`config.mk`:
```
export PLATFORM = sky130hd
export DESIGN_NAME = multi_slot_software_timer_unit
export DESIGN_NICKNAME = d
export VERILOG_FILES = /design/src/hw/rtl/mst_pkg.sv /design/src/hw/rtl/mst_front.sv /design/src/hw/rtl/mst_back.sv /design/src/hw/rtl/multi_slot_software_timer_unit.sv
export SDC_FILE = /design/constraint.sdc
export NUM_CORES = 2
export LEC_CHECK = 0
export ABC_CLOCK_PERIOD_IN_PS = 14600
export BUFFER_PORTS_ARGS = -buffer_cell sky130_fd_sc_hd__buf_2
export CAP_MARGIN = 0
export CORE_MARGIN = 2
export CORE_UTILIZATION = 40
export DETAILED_ROUTE_END_ITERATION = 10
export PLACE_DENSITY = 0.54
export SLEW_MARGIN = 20
export SYNTH_ARGS = -nofsm -noshare
export SYNTH_HDL_FRONTEND = slang
export SYNTH_SLANG_ARGS = --single-unit
```
`constraint.sdc`:
```
create_clock -name clk_i -period 14.6 [get_ports clk_i]
set_input_delay 1.46 -clock clk_i [delete_from_list [all_inputs] [get_ports clk_i]]
set_output_delay 1.46 -clock clk_i [all_outputs]
set_load 0.02 [all_outputs]
```
`src/hw/rtl/mst_pkg.sv`:
```
// package for the multi-slot software timer unit
// holds command codes, payload structs, queue entry type and fsm states
package mst_pkg;

  localparam int unsigned SlotsDefault    = 16;
  localparam logic [15:0] MinSleepReset   = 16'd100;
  localparam logic [15:0] MaxSleepReset   = 16'd1000;
  localparam int unsigned CmdQueueDepth   = 2;

  typedef enum logic [1:0] {
    CmdSet  = 2'd0,
    CmdStop = 2'd1,
    CmdTick = 2'd2,
    CmdBad  = 2'd3
  } cmd_e;

  typedef enum logic {
    CfgMinSleep = 1'b0,
    CfgMaxSleep = 1'b1
  } cfg_idx_e;

  typedef struct packed {
    logic [1:0]  cmd;
    logic [15:0] timer_key;
    logic [31:0] countdown_usec;
    logic [31:0] interval_usec;
    logic [7:0]  queue_id;
    logic [31:0] message;
    logic [63:0] now_usec;
  } in_word_t;

  typedef struct packed {
    logic        status;
    logic        fired;
    logic [7:0]  fired_queue;
    logic [31:0] fired_message;
    logic [15:0] sleep_usec;
    logic        last;
  } out_word_t;

  // classified command as it leaves the front part
  typedef struct packed {
    cmd_e        op;
    logic        null_key;
    logic [15:0] timer_key;
    logic [63:0] due;
    logic [31:0] interval_usec;
    logic [7:0]  queue_id;
    logic [31:0] message;
    logic [63:0] now_usec;
  } job_t;

  typedef enum logic [2:0] {
    StIdle,
    StScan,
    StApply,
    StTick,
    StSleep,
    StDone
  } state_e;

endpackage

```
`src/hw/rtl/mst_front.sv`:
```
// front part: accepts commands, precomputes due time, feeds a small job queue
// depends on mst_pkg
module mst_front #(
  parameter int unsigned Depth = 2
) (
  input  logic              clk_i,
  input  logic              rst_ni,
  input  logic              start_i,
  input  mst_pkg::in_word_t in_word_i,
  output logic              busy_o,
  output logic              job_valid_o,
  output mst_pkg::job_t     job_o,
  input  logic              job_pop_i
);
  import mst_pkg::*;

  localparam int unsigned PtrW = (Depth > 1) ? $clog2(Depth) : 1;

  job_t             mem_q [Depth];
  logic [PtrW-1:0]  wr_q, rd_q;
  logic [PtrW:0]    cnt_q;
  logic             push;
  job_t             job_new;

  assign busy_o      = (cnt_q == (PtrW+1)'(Depth));
  assign push        = start_i && !busy_o;
  assign job_valid_o = (cnt_q != '0);
  assign job_o       = mem_q[rd_q];

  // classify and precompute the due time
  always_comb begin
    job_new               = '0;
    job_new.op            = cmd_e'(in_word_i.cmd);
    job_new.null_key      = (in_word_i.timer_key == '0);
    job_new.timer_key     = in_word_i.timer_key;
    job_new.due           = in_word_i.now_usec + {32'd0, in_word_i.countdown_usec};
    job_new.interval_usec = in_word_i.interval_usec;
    job_new.queue_id      = in_word_i.queue_id;
    job_new.message       = in_word_i.message;
    job_new.now_usec      = in_word_i.now_usec;
  end

  // job storage
  always_ff @(posedge clk_i) begin
    if (push) begin
      mem_q[wr_q] <= job_new;
    end
  end

  // pointers
  always_ff @(posedge clk_i or negedge rst_ni) begin
    if (!rst_ni) begin
      wr_q  <= '0;
      rd_q  <= '0;
      cnt_q <= '0;
    end else begin
      if (push) begin
        wr_q <= (wr_q == PtrW'(Depth-1)) ? '0 : wr_q + 1'b1;
      end
      if (job_pop_i) begin
        rd_q <= (rd_q == PtrW'(Depth-1)) ? '0 : rd_q + 1'b1;
      end
      cnt_q <= cnt_q + (PtrW+1)'(push) - (PtrW+1)'(job_pop_i);
    end
  end

endmodule

```
`src/hw/rtl/mst_back.sv`:
```
// back part: slot table and sequencer that scans slots one per cycle
// depends on mst_pkg
module mst_back #(
  parameter int unsigned Slots = 16
) (
  input  logic               clk_i,
  input  logic               rst_ni,
  input  logic               job_valid_i,
  input  mst_pkg::job_t      job_i,
  output logic               job_pop_o,
  input  logic [15:0]        min_sleep_i,
  input  logic [15:0]        max_sleep_i,
  output logic               result_valid_o,
  output mst_pkg::out_word_t result_o
);
  import mst_pkg::*;

  localparam int unsigned IdxW = (Slots > 1) ? $clog2(Slots) : 1;

  logic [Slots-1:0] valid_q, valid_d;
  logic [15:0]      key_q   [Slots];
  logic [7:0]       queue_q [Slots];
  logic [31:0]      msg_q   [Slots];
  logic [63:0]      due_q   [Slots];
  logic [31:0]      intv_q  [Slots];

  state_e           state_q, state_d;
  logic [IdxW-1:0]  idx_q, idx_d;
  logic             hit_q, hit_d, free_q, free_d;
  logic [IdxW-1:0]  hit_idx_q, hit_idx_d, free_idx_q, free_idx_d;
  logic [15:0]      sleep_q, sleep_d;
  logic             wr_en, wr_due_only;
  logic [IdxW-1:0]  wr_idx;
  logic [63:0]      wr_due;
  logic             res_v_d, res_v_q;
  out_word_t        res_d, res_q;
  logic             idx_end;
  logic             due_now;
  logic [63:0]      remain;
  logic [15:0]      remain_c;

  assign idx_end        = (idx_q == IdxW'(Slots-1));
  assign due_now        = valid_q[idx_q] && (due_q[idx_q] <= job_i.now_usec);
  assign remain         = (due_q[idx_q] > job_i.now_usec) ? due_q[idx_q] - job_i.now_usec
                                                          : 64'd0;
  assign remain_c       = (remain[63:16] != '0) ? 16'hFFFF : remain[15:0];
  assign result_valid_o = res_v_q;
  assign result_o       = res_q;

  // sequencer
  always_comb begin
    state_d     = state_q;
    idx_d       = idx_q;
    hit_d       = hit_q;
    free_d      = free_q;
    hit_idx_d   = hit_idx_q;
    free_idx_d  = free_idx_q;
    sleep_d     = sleep_q;
    valid_d     = valid_q;
    wr_en       = 1'b0;
    wr_due_only = 1'b0;
    wr_idx      = idx_q;
    wr_due      = job_i.due;
    res_v_d     = 1'b0;
    res_d       = '0;
    job_pop_o   = 1'b0;
    case (state_q)
      StIdle: begin
        idx_d  = '0;
        hit_d  = 1'b0;
        free_d = 1'b0;
        sleep_d = max_sleep_i;
        if (job_valid_i) begin
          if (job_i.op == CmdTick) begin
            state_d = StTick;
          end else if ((job_i.op == CmdSet || job_i.op == CmdStop) && !job_i.null_key) begin
            state_d = StScan;
          end else begin
            res_v_d      = 1'b1;
            res_d.status = 1'b1;
            res_d.last   = 1'b1;
            job_pop_o    = 1'b1;
          end
        end
      end
      StScan: begin
        if (valid_q[idx_q] && key_q[idx_q] == job_i.timer_key && !hit_q) begin
          hit_d     = 1'b1;
          hit_idx_d = idx_q;
        end
        if (!valid_q[idx_q] && !free_q) begin
          free_d     = 1'b1;
          free_idx_d = idx_q;
        end
        idx_d = idx_q + 1'b1;
        if (idx_end) begin
          idx_d   = '0;
          state_d = StApply;
        end
      end
      StApply: begin
        res_v_d    = 1'b1;
        res_d.last = 1'b1;
        job_pop_o  = 1'b1;
        state_d    = StIdle;
        if (job_i.op == CmdStop) begin
          res_d.status = !hit_q;
          if (hit_q) begin
            valid_d[hit_idx_q] = 1'b0;
          end
        end else begin
          res_d.status = !(hit_q || free_q);
          wr_idx       = hit_q ? hit_idx_q : free_idx_q;
          if (hit_q || free_q) begin
            wr_en           = 1'b1;
            valid_d[wr_idx] = 1'b1;
          end
        end
      end
      StTick: begin
        // expire pass, one slot per cycle
        if (due_now) begin
          if (queue_q[idx_q] != '0) begin
            res_v_d             = 1'b1;
            res_d.fired         = 1'b1;
            res_d.fired_queue   = queue_q[idx_q];
            res_d.fired_message = msg_q[idx_q];
          end
          if (intv_q[idx_q] != '0) begin
            wr_due_only = 1'b1;
            wr_due      = job_i.now_usec + {32'd0, intv_q[idx_q]};
          end else begin
            valid_d[idx_q] = 1'b0;
          end
        end
        idx_d = idx_q + 1'b1;
        if (idx_end) begin
          idx_d   = '0;
          state_d = StSleep;
        end
      end
      StSleep: begin
        // minimum pass over updated slots
        if (valid_q[idx_q] && remain_c < sleep_q) begin
          sleep_d = remain_c;
        end
        idx_d = idx_q + 1'b1;
        if (idx_end) begin
          idx_d   = '0;
          state_d = StDone;
        end
      end
      StDone: begin
        res_v_d    = 1'b1;
        res_d.last = 1'b1;
        res_d.sleep_usec = (sleep_q < min_sleep_i)
                           ? ((min_sleep_i > max_sleep_i) ? max_sleep_i : min_sleep_i)
                           : ((sleep_q > max_sleep_i) ? max_sleep_i : sleep_q);
        job_pop_o  = 1'b1;
        state_d    = StIdle;
      end
      default: state_d = StIdle;
    endcase
  end

  // control state
  always_ff @(posedge clk_i or negedge rst_ni) begin
    if (!rst_ni) begin
      state_q    <= StIdle;
      idx_q      <= '0;
      hit_q      <= 1'b0;
      free_q     <= 1'b0;
      hit_idx_q  <= '0;
      free_idx_q <= '0;
      sleep_q    <= '0;
      valid_q    <= '0;
      res_v_q    <= 1'b0;
    end else begin
      state_q    <= state_d;
      idx_q      <= idx_d;
      hit_q      <= hit_d;
      free_q     <= free_d;
      hit_idx_q  <= hit_idx_d;
      free_idx_q <= free_idx_d;
      sleep_q    <= sleep_d;
      valid_q    <= valid_d;
      res_v_q    <= res_v_d;
    end
  end

  // slot payload and result word
  always_ff @(posedge clk_i) begin
    res_q <= res_d;
    if (wr_en) begin
      key_q[wr_idx]   <= job_i.timer_key;
      queue_q[wr_idx] <= job_i.queue_id;
      msg_q[wr_idx]   <= job_i.message;
      intv_q[wr_idx]  <= job_i.interval_usec;
    end
    if (wr_en || wr_due_only) begin
      due_q[wr_idx] <= wr_due;
    end
  end

endmodule

```
`src/hw/rtl/multi_slot_software_timer_unit.sv`:
```
// multi-slot software timer: front queue, back slot sequencer, config regs
// throughput: one command in work at a time; a scan visits one slot per cycle
// fired words of a tick come one per due slot with a nonzero queue id during the expire pass
// reset clears all slots and loads min_sleep 100, max_sleep 1000
// the receiver cannot stall; results go out on result_valid_o for one cycle
module multi_slot_software_timer_unit #(
  parameter int unsigned Slots = mst_pkg::SlotsDefault
) (
  input  logic               clk_i,
  input  logic               rst_ni,
  input  logic               start,
  output logic               busy,
  input  mst_pkg::in_word_t  in_word_i,
  output logic               result_valid_o,
  output mst_pkg::out_word_t result_o,
  input  logic               cfg_valid_i,
  output logic               cfg_ready_o,
  input  logic               cfg_index_i,
  input  logic [15:0]        cfg_data_i
);
  import mst_pkg::*;

  logic        job_valid, job_pop;
  job_t        job;
  logic [15:0] min_sleep_q, max_sleep_q;

  assign cfg_ready_o = 1'b1;

  // config registers
  always_ff @(posedge clk_i or negedge rst_ni) begin
    if (!rst_ni) begin
      min_sleep_q <= MinSleepReset;
      max_sleep_q <= MaxSleepReset;
    end else if (cfg_valid_i) begin
      if (cfg_index_i == CfgMinSleep) begin
        min_sleep_q <= cfg_data_i;
      end else begin
        max_sleep_q <= cfg_data_i;
      end
    end
  end

  mst_front #(.Depth(CmdQueueDepth)) u_front (
    .clk_i, .rst_ni,
    .start_i     (start),
    .in_word_i,
    .busy_o      (busy),
    .job_valid_o (job_valid),
    .job_o       (job),
    .job_pop_i   (job_pop)
  );

  mst_back #(.Slots(Slots)) u_back (
    .clk_i, .rst_ni,
    .job_valid_i    (job_valid),
    .job_i          (job),
    .job_pop_o      (job_pop),
    .min_sleep_i    (min_sleep_q),
    .max_sleep_i    (max_sleep_q),
    .result_valid_o,
    .result_o
  );

endmodule

```
Yosys cells after proc, flatten, opt, wreduce, memory -nomap -nowiden
Memory sizes are Yosys's and may differ from the RTL's.
Index checks and enable logic that the tools add are counted.
Storage, ports and cells
  register bits: 145
  bits in writable memories: 2870
  input bits: 207
  output and inout bits: 62
  logic and storage cells: 181
  memories: 6
Cells by class
  $add $sub $neg: 8
  order comparisons: 12
  equality and inequality tests: 22
  multiplexer cells: 64
  bitwise logic cells: 6
  reduce and logical (&&, ||, !) cells: 43
Memories
  u_back.due_q: words 16, width 64, rd ports 1, clocked after Yosys merged registers in 0, write ports 1, RTL line mst_back.sv:24  | logic [63:0] due_q [Slots];
  u_back.intv_q: words 16, width 32, rd ports 1, clocked after Yosys merged registers in 0, write ports 1, RTL line mst_back.sv:25  | logic [31:0] intv_q [Slots];
  u_back.msg_q: words 16, width 32, rd ports 1, clocked after Yosys merged registers in 0, write ports 1, RTL line mst_back.sv:23  | logic [31:0] msg_q [Slots];
  u_front.mem_q: words 2, width 219, rd ports 1, clocked after Yosys merged registers in 0, write ports 1, RTL line mst_front.sv:19  | job_t mem_q [Depth];
  u_back.key_q: words 16, width 16, rd ports 1, clocked after Yosys merged registers in 0, write ports 1, RTL line mst_back.sv:21  | logic [15:0] key_q [Slots];
  u_back.queue_q: words 16, width 8, rd ports 1, clocked after Yosys merged registers in 0, write ports 1, RTL line mst_back.sv:22  | logic [7:0] queue_q [Slots];
Operators by type and width (count)
  $mux W64: 4
  $mux W16: 10
  $add A64 B32 Y64: 2
  $gt A64 B64 Y1: 1
  $le A64 B64 Y1: 1
  $pmux W16 S2: 2
  $sub A64 B64 Y64: 1
  $reduce_bool A48 Y1: 1
  $mux W41: 1
  $and A16 B16 Y16: 2
  $gt A16 B16 Y1: 2
  $lt A16 B16 Y1: 2
  $not A16 Y16: 2
  $reduce_bool A32 Y1: 1
  $mux W1: 26
  $mux W3: 6
  $eq A16 B16 Y1: 1
  $logic_not A16 Y1: 1
  $mux W4: 4
  $or A16 B16 Y16: 1
  $reduce_and A2 Y1: 8
  $lt A4 B5 Y1 const B: 3
  $ne A2 B1 Y1 const B: 7
  $demux W1 S4: 3
  31 further kinds: 63

Logic depth before layout (Yosys ltp)
  depth after elaboration: 9
  gate-level depth with buffers: 40
  depth with buffers taken out: 27

Cells and area by module
From an unflattened synthesis, not the netlist that was laid out.
Second synthesis, totals
  cell total of the unflattened synthesis: 6556
  area total of the unflattened synthesis: 125805.7 um^2
Modules (own cells, without submodules)
  mst_back: times used 1, cells each 5419, area an instance 106156.8 um^2, seq. area each 75462.4 um^2
  mst_front: times used 1, cells each 1066, area an instance 18373.9 um^2, seq. area each 13252.7 um^2
  multi_slot_software_timer_unit: times used 1, cells each 71, area an instance 1275.0 um^2, seq. area each 812.0 um^2

Worst setup path before layout
No wires, ideal clock.
  path type: flip-flop to flip-flop
  start point: register u_back.idx_q[0]
  end point: memory u_back.due_q[10][0] (enable)
  library setup time: 0.644 ns
  data arrival time: 12.141 ns
  data required time: 13.956 ns
  setup slack: 1.815 ns
  cell stages (with the launch flop): 27
  buffers on the path: 11
  clock period less this slack: 12.785 ns
  cells stage by stage: dfrtp_1 > clkbuf_1 > buf_4 > buf_4 > buf_4 > buf_6 > buf_4 > buf_2 > clkbuf_1 > buf_2 > buf_2 > mux4_2 > mux4_2 > ha_1 > clkbuf_1 > a21oi_1 > o21ai_0 > a21o_1 > a21oi_1 > o21ai_0 > a221o_1 > o21ai_1 > and2_1 > nand3_1 > nor2_1 > nor2_1 > nor4_1
Between the ends
  longest elaborated chain between the ends: 8
  elaborated cells on any way between the ends: 15
  those cells by class: order compare (1); mux (9); reduce/logical (3); memory (2)
Ends and longest elaborated chain
  from (decl): RTL line mst_back.sv:28  | logic [IdxW-1:0] idx_q, idx_d;
  from (signal assigned): RTL line mst_back.sv:180  | idx_q <= idx_d;
  $mem_v2 Z16 W64, or another cell as far along
  $le A64 B64 Y1, or another cell as far along: RTL line mst_back.sv:43  | assign due_now = valid_q[idx_q] && (due_q[idx_q] <= job_i.now_usec);
  $logic_and A1 B1 Y1 / $mux W1 (equally long branches): RTL line mst_back.sv:43, mst_back.sv:129
  $mux W1: RTL line mst_back.sv:122  | if (due_now) begin
  $mux W1: RTL line mst_back.sv:67  | case (state_q)
  $logic_or A1 B1 Y1: RTL line mst_back.sv:200  | if (wr_en || wr_due_only) begin
  $mux W1: RTL line mst_back.sv:200
  $mux W1 (implied by the code): RTL line mst_back.sv:201  | due_q[wr_idx] <= wr_due;
  to (decl): RTL line mst_back.sv:24
Parallel ways exist; a longest one is shown, timed or not. The select of a mux whose other input is x is not followed.

Worst setup path after layout
  start point: register u_back.idx_q[1]
  end point: register u_back.sleep_q[3]
Between the ends
  longest elaborated chain between the ends: 9
  elaborated cells on any way between the ends: 14
  those cells by class: add/sub (1); order compare (2); eq/ne (1); mux (6); reduce/logical (3); memory (1)
Ends and longest elaborated chain
  $mem_v2 Z16 W64
  $sub A64 B64 Y64 / $gt A64 B64 Y1 (equally long branches): RTL line mst_back.sv:44  | assign remain = (due_q[idx_q] > job_i.now_usec) ? due_q[idx_q] - job_i.now_usec
  $mux W64: RTL line mst_back.sv:44
  $reduce_bool A48 Y1: RTL line mst_back.sv:46  | assign remain_c = (remain[63:16] != '0) ? 16'hFFFF : remain[15:0];
  $mux W16: RTL line mst_back.sv:46
  $lt A16 B16 Y1: RTL line mst_back.sv:144  | if (valid_q[idx_q] && remain_c < sleep_q) begin
  $logic_and A1 B1 Y1: RTL line mst_back.sv:144
  $ne A2 B1 Y1 (no line)
  $reduce_and A2 Y1 (no line)
  to (signal assigned): RTL line mst_back.sv:185  | sleep_q <= sleep_d;
  to (decl): RTL line mst_back.sv:31  | logic [15:0] sleep_q, sleep_d;
Parallel ways exist; a longest one is shown, timed or not. The select of a mux whose other input is x is not followed.
A chain may end at the register's enable or synchronous reset.

==> flow_summary.ini <==
[yosys]
yosysUniqueCellTypes = 102
syn_area_um2 = 124500
synthTopCellsByCount = edfxtp_1 (2870), mux4_2 (765), a21oi_1 (211)
synth_top_area_share_pct = 69.22
synth_nets = 6837
yosysMostFrequentCell = edfxtp_1
yosysSeqAreaShare_pct = 71.91
ys_ff_latch = 3015
ys_top_cells_by_area = edfxtp_1 (69%), mux4_2 (14%), ha_1 (2.0%)
synthCells = 6430
yosys_warnings = 0
avgSynthCellArea_um2 = 19.36
synth_edf_count = 2870
synth_flop_cell = edfxtp_1
synth_top_area_cell = edfxtp_1
async_reset_ff_share_pct = 2.852

[job]
cap_violations = 0

[floorplanning]
fp.dieW_um = 561.9
core_um2 = 309400
die_area_um2 = 315700
die_y_um = 561.9
ios = 269
rows = 204
start_util_pct = 40.25

[final_layout]
fill_cells = 26135
final_core_util_pct = 45.95
drive_gt1_share_pct = 26.41
nets = 7292
syn_to_final_growth_pct = 14.16

[clocking]
clk_latency_ns = 0.91
tritoncts = done
path_clk_slew_ns = 0.06
cts_buffer_depth = 4
htree_levels = 5
postCtsHoldBufs = 0
cts-root-buf = clkbuf_16
cts_resized = 0
clock-sinks = 3015
postCtsSetupBuffers = 0
cts_buffers = 328

[power]
total_power_uw = 27970
p_leak_uw = 0.04593
vdd_drop_max_mv = 0.1355
power.density_nw_per_um2 = 196.7

[global_routing]
gr-max-usage-layer = met2
grtUsageMet2_pct = 34.54
grt_max_degree = 125
gr-total-overflow = 0
grt_pass1_wl_um = 480900
antenna_found_initial = 37
grt_use_total_pct = 21.01
grt_pass1_vias = 66078
grt.met3_usage_pct = 2.644
grt.met1_usage_pct = 29.76

[placement]
port_buffers = 267
hpwl_um = 196800
preCtsSetupSlack_ns = 4.805
gpl.final_weighted_congestion = 0.9234

[worst_setup_path]
setup.worst_path.class = reg -> reg
start_kind = register
worstPathArrival_ns = 10.24
cp.depth = 26
required_ns = 15.35
critPathCaptureType = register
cp_top_family = compound AO/OA/AOI/OAI gates
path_common_cell = a21oi_1
worst-path-buf-inv = 1
reg2reg_depth = 26
cpMaxStageDelayCell = dfrtp_4
slowest_delay_ns = 1.13
crit_fanout = 58

[worst_hold_path]
min_path_cells = 1
hold_class = reg -> reg

[sta]
relSlewSlack_pct = 23.18
hold_viol = 0
setup_viol = 0
tns_ns = 0
worst_slack_ns = 5.115
max_freq_mhz = 105.4
finClkSkew_ns = 0.05853
drv_slew = 0
tightest_slew_ns = 1.145
period_needed_ns = 9.485
hold_slack_ns = 0.5164
period_share_pct = 64.96
rsz0062_at_grt = no

[routing]
drt-total-wl_um = 336000
post-route-drc-count = 0
firstDrtPassIters = 6
antenna_left = 0
drt_iter0_drc = 6857
vias_per_cell = 5.728
vias = 64552
wl_per_cell_um = 29.82

[outcome]
status = complete, no violations
==> registers in the layout, indices dropped and copies added, names as in the netlist <==
register / cells
u_back.idx_q: 4
u_back.sleep_q: 16
min_sleep_q: 16
u_back.valid_q: 16
u_back.free_q: 1
u_back.key_q: 256
u_back.due_q: 1024
u_front.wr_q: 1
u_front.mem_q: 438
u_back.state_q: 3
u_back.free_idx_q: 4
u_front.cnt_q: 2
u_front.rd_q: 1
u_back.hit_idx_q: 4
u_back.hit_q: 1
u_back.queue_q: 128
max_sleep_q: 16
u_back.msg_q: 512
u_back.result_valid_o: 1
u_back.result_o: 59
u_back.intv_q: 512
==> where the power goes <==
| part | internal (uW) | total [uW] | switching [uW] | leakage [uW] |
|---|---|---|---|---|
| Clock | 4810 | 8190 | 3380 | 0.00516 |
| Sequential | 10900 | 11200 | 240 | 0.0275 |
| Combinational | 3170 | 8620 | 5450 | 0.0133 |
| Total | 18900 | 28000 | 9070 | 0.0459 |
==> routing by layer <==
metal,up-vias,part of all wire [%]
met2,2045,49
met4,8,2.3
met5,-,0.014
met1,34763,44
met3,448,5.6
li1,27288,-
==> worst register-to-register path, stage by stage (launching register included) <==
cell and delay (ns):
dfrtp_4 1.13, buf_4 0.83, mux4_2 0.45, mux4_2 0.56, ha_1 0.49, nand4_1 0.14
a21oi_1 0.43, o21ai_0 0.24, o211ai_2 0.35, o22ai_2 0.26, o21a_1 0.30, o31ai_1 0.30
xor2_1 0.12, a2111oi_2 0.40, nand4_4 0.31, nor2_2 0.81, a21oi_1 0.15, ha_1 0.34
a21oi_1 0.16, nor2b_1 0.06, o21ai_0 0.14, nand2_1 0.08, a2111oi_0 0.43, o211ai_1 0.16
nand2_1 0.14, o21ai_4 0.20, mux2_1 0.39
==> through the flow <==
step | instance area (um2) | cells
3_5_place_dp | 131400 | 10674
6_report | 142100 | 11269
4_1_cts | 142000 | 11256
3_3_place_gp | 131300 | 10674
2_1_floorplan | 124500 | 6430
5_1_grt | 142100 | 11264
==> cell type report <==
cell class	instances	area, um2	area share, %
Clock inverter	155	1720	1.210
Clock buffer	427	8876	6.245
Multi-Input combinational cell	2987	33630	23.66
Sequential cell	3015	89550	63.00
Antenna cell	12	30.03	0.02113
Tap cell	4120	5155	3.627
Inverter	139	521.8	0.3671
Timing Repair Buffer	414	2663	1.873
==> layout by cell type, fill, tap and decap left out, types with 75 or more instances in the layout <==
cell       netlist  final
edfxtp_1      2870   2870
mux4_2         765    765
clkbuf_16        0    333
buf_2           77    266
nand2_1        206    206
a21oi_1        211    201
ha_1           197    197
o21ai_0        189    187
nor2_1         175    149
mux2i_1        163    139
inv_1          138    138
buf_4            6    131
xnor2_1        129    129
mux2_2         111    111
nor2b_1         89     88
clkbuf_1       176     75
==> logic make-up after synthesis <==
group                    share of synthesized area [%]
flip-flops                                       71.91
multiplexers                                     16.29
AND/OR/NAND/NOR                                  3.434
AO/OA/AOI/OAI                                    3.660
buffers and inverters                            1.410
adder cells (fa/ha/maj)                          2.028
XOR/XNOR                                         1.266
other                                         0.003012
==> path summary, 6_finish.rpt <==
kind | from | endpoint | slack (ns)
worst max-delay path | u_back.idx_q[1]$_DFFE_PN0P_ | u_back.sleep_q[3]$_DFFE_PN0P_ | 5.12
worst min-delay path | u_front.cnt_q[1]$_DFF_PN0_ | u_front.cnt_q[1]$_DFF_PN0_ | 0.52
worst max register to register | u_back.idx_q[1]$_DFFE_PN0P_ | u_back.sleep_q[3]$_DFFE_PN0P_ | 5.12
worst min register to register | u_front.cnt_q[1]$_DFF_PN0_ | u_front.cnt_q[1]$_DFF_PN0_ | 0.52
max in group asynchronous | rst_ni | u_back.idx_q[1]$_DFFE_PN0P_ | 12.72
min in group asynchronous | rst_ni | max_sleep_q[11]$_DFFE_PN0P_ | 0.54
Note: power is estimated with default switching activity, not from simulation.
